===== src/rtl/derq_pkg.sv =====
// Shared types, request codes and defaults for the double-ended ring queue.
`timescale 1ns / 1ps
`default_nettype none
package derq_pkg;

	// Fixed field widths of the beats
	localparam int REQ_W  = 3;
	localparam int WORD_W = 32;
	localparam int OCC_W  = 11;

	// Defaults for the top-level parameters
	localparam int DEPTH_DEF  = 1024;
	localparam int DATA_W_DEF = 32;

	// Request codes
	typedef enum logic [REQ_W-1:0] {
		REQ_PUSH_FRONT = 3'd0,
		REQ_PUSH_BACK  = 3'd1,
		REQ_POP_FRONT  = 3'd2,
		REQ_POP_BACK   = 3'd3,
		REQ_PEEK_FRONT = 3'd4,
		REQ_PEEK_BACK  = 3'd5
	} req_code_t;

	// Request beat
	typedef struct packed {
		logic [REQ_W-1:0]  req_type;
		logic [WORD_W-1:0] push_value;
	} req_t;

	// Response beat
	typedef struct packed {
		logic [WORD_W-1:0] read_data;
		logic              read_valid;
		logic              push_dropped;
		logic [OCC_W-1:0]  occupancy;
		logic              is_empty;
	} rsp_t;

	// Controller to datapath commands
	typedef struct packed {
		logic capture;   // latch the request beat
		logic execute;   // memory access and pointer update
		logic load_out;  // move the result into the response register
	} cmd_t;

endpackage
`default_nettype wire


===== src/rtl/derq_ctrl.sv =====
// Controller of the double-ended ring queue: request sequencing and response handshake.
`timescale 1ns / 1ps
`default_nettype none
module derq_ctrl (
	input  wire logic     clk,
	input  wire logic     arst_n,
	input  wire logic     req_valid,
	output logic          req_stall,
	output logic          rsp_valid,
	input  wire logic     rsp_stall,
	output derq_pkg::cmd_t cmd
);

	typedef enum logic [2:0] {
		ST_IDLE   = 3'b001,
		ST_ACCESS = 3'b010,
		ST_FINISH = 3'b100
	} state_t;

	state_t state_q, state_d;
	logic   rsp_valid_q;
	logic   out_free;

	assign out_free  = !rsp_valid_q || !rsp_stall;
	assign req_stall = (state_q != ST_IDLE);
	assign rsp_valid = rsp_valid_q;

	// Next state and commands
	always_comb begin
		state_d     = state_q;
		cmd.capture  = 1'b0;
		cmd.execute  = 1'b0;
		cmd.load_out = 1'b0;
		case (state_q)
			ST_IDLE: begin
				if (req_valid) begin
					cmd.capture = 1'b1;
					state_d     = ST_ACCESS;
				end
			end
			ST_ACCESS: begin
				cmd.execute = 1'b1;
				state_d     = ST_FINISH;
			end
			ST_FINISH: begin
				if (out_free) begin
					cmd.load_out = 1'b1;
					state_d      = ST_IDLE;
				end
			end
			default: begin
				state_d = ST_IDLE;
			end
		endcase
	end

	// State and response valid
	always_ff @(posedge clk or negedge arst_n) begin
		if (!arst_n) begin
			state_q     <= ST_IDLE;
			rsp_valid_q <= 1'b0;
		end else begin
			state_q <= state_d;
			if (cmd.load_out) begin
				rsp_valid_q <= 1'b1;
			end else if (!rsp_stall) begin
				rsp_valid_q <= 1'b0;
			end
		end
	end

	// Checks
	a_state_onehot: assert property (@(posedge clk) disable iff (!arst_n)
		$onehot(state_q))
		else $error("controller state not one-hot");
	a_rsp_source: assert property (@(posedge clk) disable iff (!arst_n)
		$rose(rsp_valid_q) |-> $past(state_q == ST_FINISH))
		else $error("response raised without a finished request");

endmodule
`default_nettype wire


===== config.mk =====
export PLATFORM = sky130hd
export DESIGN_NAME = derq_ctrl
export DESIGN_NICKNAME = d
export VERILOG_FILES = /design/src/rtl/derq_pkg.sv /design/src/rtl/derq_ctrl.sv
export SDC_FILE = /design/constraint.sdc
export NUM_CORES = 1
export LEC_CHECK = 0
export ABC_CLOCK_PERIOD_IN_PS = 1350
export BUFFER_PORTS_ARGS = -buffer_cell sky130_fd_sc_hd__buf_2
export CORE_AREA = 5 5 42 44
export CTS_CLUSTER_DIAMETER = 150
export CTS_CLUSTER_SIZE = 24
export DETAILED_ROUTE_END_ITERATION = 8
export DIE_AREA = 0 0 47 49
export GPL_ROUTABILITY_DRIVEN = 0
export MAX_ROUTING_LAYER = met4
export PLACE_DENSITY_LB_ADDON = 0.08
export SLEW_MARGIN = 5
export SYNTH_ARGS = -nofsm -noshare
export SYNTH_HDL_FRONTEND = slang
export SYNTH_SLANG_ARGS = --single-unit

===== constraint.sdc =====
create_clock -name clk -period 1.35 [get_ports clk]
set_clock_uncertainty 0.05 [all_clocks]
set_input_delay 0.27 -clock clk [delete_from_list [all_inputs] [get_ports clk]]
set_output_delay 0.27 -clock clk [all_outputs]
set_load 0.01 [all_outputs]

; ---- After elaboration in Yosys (flattened, before gate mapping)
; Cells that the tools add are included.
[totals]
ff_bits = 4
latch_bits = 0
mem_bits_rw = 0
romBits = 0
inputBits = 4
word_cells = 23
mem_count = 0
[op_classes]
add_sub_neg = 0
multipliers = 0
n_div = 0
magnitude_cmp = 0
n_eq_ne = 7
n_shift = 0
n_mux = 10
n_bitwise = 0
n_reduce_logical = 4
[ops]
columns = op, count
row1 = one-hot mux 3 bit (3 select lines), 1
row2 = 2-to-1 mux 1 bit, 7
row3 = 2-to-1 mux 3 bit, 2
row4 = "inequality test 2 bit, second input constant", 2
row5 = "equality test 3 x 1 -> 1 bit, second input constant", 1
row6 = "equality test 3 x 2 -> 1 bit, second input constant", 1
row7 = "equality test 3 bit, second input constant", 1
row8 = "inequality test 3 x 1 -> 1 bit, second input constant", 1
row9 = logical NOT 1 bit, 2
row10 = "inequality test 2 x 1 -> 1 bit, second input constant", 1
row11 = AND reduction 2 bit, 1
row12 = logical OR 1 bit, 1

; ---- Longest topological paths before layout
[logic_depth]
depth_word = 5
mapped_depth = 2
mapped_depth_nobuf = 2

; ---- Worst setup path after synthesis
; No wires, ideal clock.
[synth_timing]
path_kind = flip-flop to output port
start = register state_q[0]
end = output port req_stall
arrival_ps = 945
path_slack_ps = 85
stages_incl_launch_ff = 2
n_path_buf = 0
cell_sequence = dfstp_2 or3b_1
[synth_via]
elab_chain_len = 1
[synth_rtl]
columns = element, line
row1 = "start, declared", derq_ctrl.sv:20  ; state_t state_q, state_d;
row2 = "start signal, assigned", derq_ctrl.sv:63  ; state_q <= state_d;
row3 = inequality test 3 x 1 -> 1 bit, derq_ctrl.sv:25  ; assign req_stall = (state_q != ST_IDLE);
row4 = "end, declared", derq_ctrl.sv:8  ; output logic req_stall,
; No other way between the ends.

; ---- Worst setup path after layout
; Ends and elaborated chain as after synthesis.

==> parameters.txt <==
Parameter                              Value

Run status
  Result of the run    finished with violations
  Violated checks    setup timing

Setup path
  Bufs and invs on worst path    1
  Sequence of cells on the critical path    or3b_1 -> buf_2
  Type of the worst setup path    reg -> out
  Critical-path maximum fanout    4
  Setup crit start kind    flip-flop
  Crit-path leading delay family    flip-flops
  CP endpoint kind    output port
  CP Data Required Time    1.03 ns
  Crit-path max cell delay    0.54 ns
  Slowest cell on the critical path    sky130_fd_sc_hd__dfstp_2
  WP data arrival    1.26 ns

STA
  Final clock period utilization by the worst path    117%
  Final Critical Period    1.58 ns
  Post-route setup TNS    -0.704 ns
  Measured slew at the worst slew-check pin    0.313 ns
  Maximum clock frequency    635 MHz
  Setup violations, final    4
  Remaining max-slew budget at the tightest pin    78.9%
  Unrepaired setup endpoints after global routing    yes
  Number of endpoints with negative hold slack in the final report    0
  Number of pins exceeding their max-slew limit in the final report    0
  PnR worst setup slack    -0.225 ns
  Fin Hold WS    0.263 ns

Clock tree
  CTS tree    built
  CTS Buffer Depth    2
  Clk Latency, worst-skew pair    0.24 ns
  Level count of the clock H-tree    1
  Total CTS buffers    3
  Clock transition at the register clock pins on the worst setup and hold paths after CTS    0.05 ns
  CTS Root Cell    sky130_fd_sc_hd__clkbuf_4
  Clock sinks    4

Floorplan
  Floorplan row count    14
  I/O pin total    9
  Die extent in y    49 um
  Die Outline Area    0.00230 sq mm
  Die extent in x    47 um
  Effective utilization at floorplan    14.9%
  Area of the placeable core    0.00140 sq mm

Detailed routing
  Routed length per instance    12.3 um
  DRC violation count after routing    0
  Detailed-route vias per instance    4.27
  Antenna violation net count after detailed routing    0
  Routed WL    637 um
  Detailed-router iteration count before antenna repair    2
  DRT iter0 DRCs    1
  Via count of the routed design    222

Synth
  Post-Synthesis Net Count    21
  Part of the Yosys area used for sequential elements    48.5%
  Average instance area after synthesis    12.3 sq um
  Yosys warning count    0
  Flops & latches, synth    4
  Distinct cell type count after synthesis    14
  Post-synthesis cell count    17
  Cell area after synthesis    209 sq um

Layout
  Final layout net count    41
  Final Non-Filler Cells    52
  Layout Cell Area excl Fill    372 sq um
  Syn-to-layout area delta    77.8%
  Ratio of cells with drive above 1 in the final layout    61.1%
  Diodes inserted    0

Placed design
  Placed cell areas    292 sq um
  Count of port buffers added during placement    8
  Placed insts    44
  Estimated wirelength of the detail-placed design    440 um

GRT
  Maximum number of pins on one net before global-route repair    9
  Global-route wire length before repair    1050 um
  Via count of the first global-routing pass    243
  Initial antenna violation count    0
  All-Layer GR Usage    7.16%
  Global route total overflow    0

Power and ir drop
  Pwr per Cell Area    1990 mW/mm^2
  P_leak    0.000175 uW
  Worst IR Drop VDD    675 uV
  Overall power after layout    740 uW

Hold path
  Class of the worst hold path    in -> reg

Run
  Max-cap check violation count    0
cells in the final DEF, fill, tap and decap left out:
cell	netlist	routed
sky130_fd_sc_hd__a21oi_1	1	1
sky130_fd_sc_hd__buf_4	0	5
sky130_fd_sc_hd__dfstp_2	1	1
sky130_fd_sc_hd__buf_6	0	1
sky130_fd_sc_hd__nand2_1	1	1
sky130_fd_sc_hd__dfrtp_2	0	2
sky130_fd_sc_hd__nor4bb_4	0	1
sky130_fd_sc_hd__clkbuf_4	0	3
sky130_fd_sc_hd__and3_1	1	1
sky130_fd_sc_hd__nand2b_1	1	1
sky130_fd_sc_hd__or3b_1	1	1
sky130_fd_sc_hd__nor4bb_1	2	2
sky130_fd_sc_hd__dfrtp_1	3	1
sky130_fd_sc_hd__dlygate4sd3_1	0	1
sky130_fd_sc_hd__clkbuf_1	0	1
sky130_fd_sc_hd__a211oi_1	1	1
sky130_fd_sc_hd__nor2_1	1	1
sky130_fd_sc_hd__nand4b_1	1	1
sky130_fd_sc_hd__nor3b_4	0	1
sky130_fd_sc_hd__a22o_1	1	1
sky130_fd_sc_hd__buf_2	0	8
through the flow:
stage                     setup slack (ns)  util [%]
after global placement              0.0138      20.8
after CTS                           -0.235      25.4
after global routing                -0.265      26.5
after floorplan                     0.0846         -
final                               -0.225      26.5
after detailed placement            0.0222      20.8
metal layers:
| layer | wire (um) | global-route usage (%) | up-vias |
|---|---|---|---|
| li1 | - | - | 108 |
| met2 | 302 | 9.28 | 6 |
| met5 | 0 | - | - |
| met3 | 18 | 1.11 | 2 |
| met1 | 293 | 7.52 | 106 |
| met4 | 22 | 9.68 | 0 |
what timing repair did:
item                                    CTS  global route
pin swaps                                 2             0
gates resized for setup                   3             2
endpoints found under the setup margin    4             4
hold endpoints to repair                  4             0
hold buffers                              1             0
buffers inserted                          4             0
flip-flops by register name, summed over array words and instances, names as in the netlist:
signal / flops
rsp_valid: 1
state_q: 3
logic make-up after synthesis:
| logic type | synth area share (%) |
|---|---|
| DFF | 48.5 |
| and+or+nand+nor | 41.3 |
| AOI/OAI and AO/OA | 10.2 |
power breakdown:
part / internal, uW / switching (uW)
sequential: 170 / 67.6
combinational: 209 / 123
clock: 112 / 58.8
total: 491 / 249
final timing paths:
kind                             from         end  slack [ns]  cells past startpoint
hold reg to reg            state_q[2]  state_q[0]        0.52                      1
setup reg to reg           state_q[0]  state_q[0]        0.03                      5
max in group asynchronous      arst_n  state_q[0]        0.71                      2
setup / recovery           state_q[0]   req_stall       -0.23                      2
min in group asynchronous      arst_n  state_q[2]        0.32                      2
hold / removal              rsp_stall   rsp_valid        0.26                      2
cell type report:
cell class / count / area [sq um]
clock buffer: 4 / 26.3
fill: 157 / 1030
multi-input combinational: 13 / 123
sequential: 4 / 104
tap: 16 / 20.0
timing repair buffer: 15 / 98.8
cell usage after synthesis:
cell type | number | area, sq um
sky130_fd_sc_hd__nand4b_1 | 1 | 8.76
sky130_fd_sc_hd__dfstp_2 | 1 | 26.3
sky130_fd_sc_hd__nor4bb_1 | 2 | 20.0
sky130_fd_sc_hd__nor3b_2 | 1 | 12.5
sky130_fd_sc_hd__dfrtp_1 | 3 | 75.1
sky130_fd_sc_hd__nand2_1 | 1 | 3.75
sky130_fd_sc_hd__nand2b_1 | 1 | 6.26
sky130_fd_sc_hd__a22o_1 | 1 | 8.76
sky130_fd_sc_hd__or3b_1 | 1 | 8.76
sky130_fd_sc_hd__a211oi_1 | 1 | 7.51
sky130_fd_sc_hd__nor4bb_2 | 1 | 16.3
sky130_fd_sc_hd__and3_1 | 1 | 6.26
sky130_fd_sc_hd__nor2_1 | 1 | 3.75
sky130_fd_sc_hd__a21oi_1 | 1 | 5.00
worst register-to-register path, cell delays in order, from the launching register on:
cell	delay, ns
sky130_fd_sc_hd__dfstp_2	0.37
sky130_fd_sc_hd__buf_4	0.13
sky130_fd_sc_hd__buf_6	0.11
sky130_fd_sc_hd__buf_4	0.13
sky130_fd_sc_hd__nor4bb_1	0.32
sky130_fd_sc_hd__a211oi_1	0.12
Note: power is estimated with default switching activity, not from simulation.
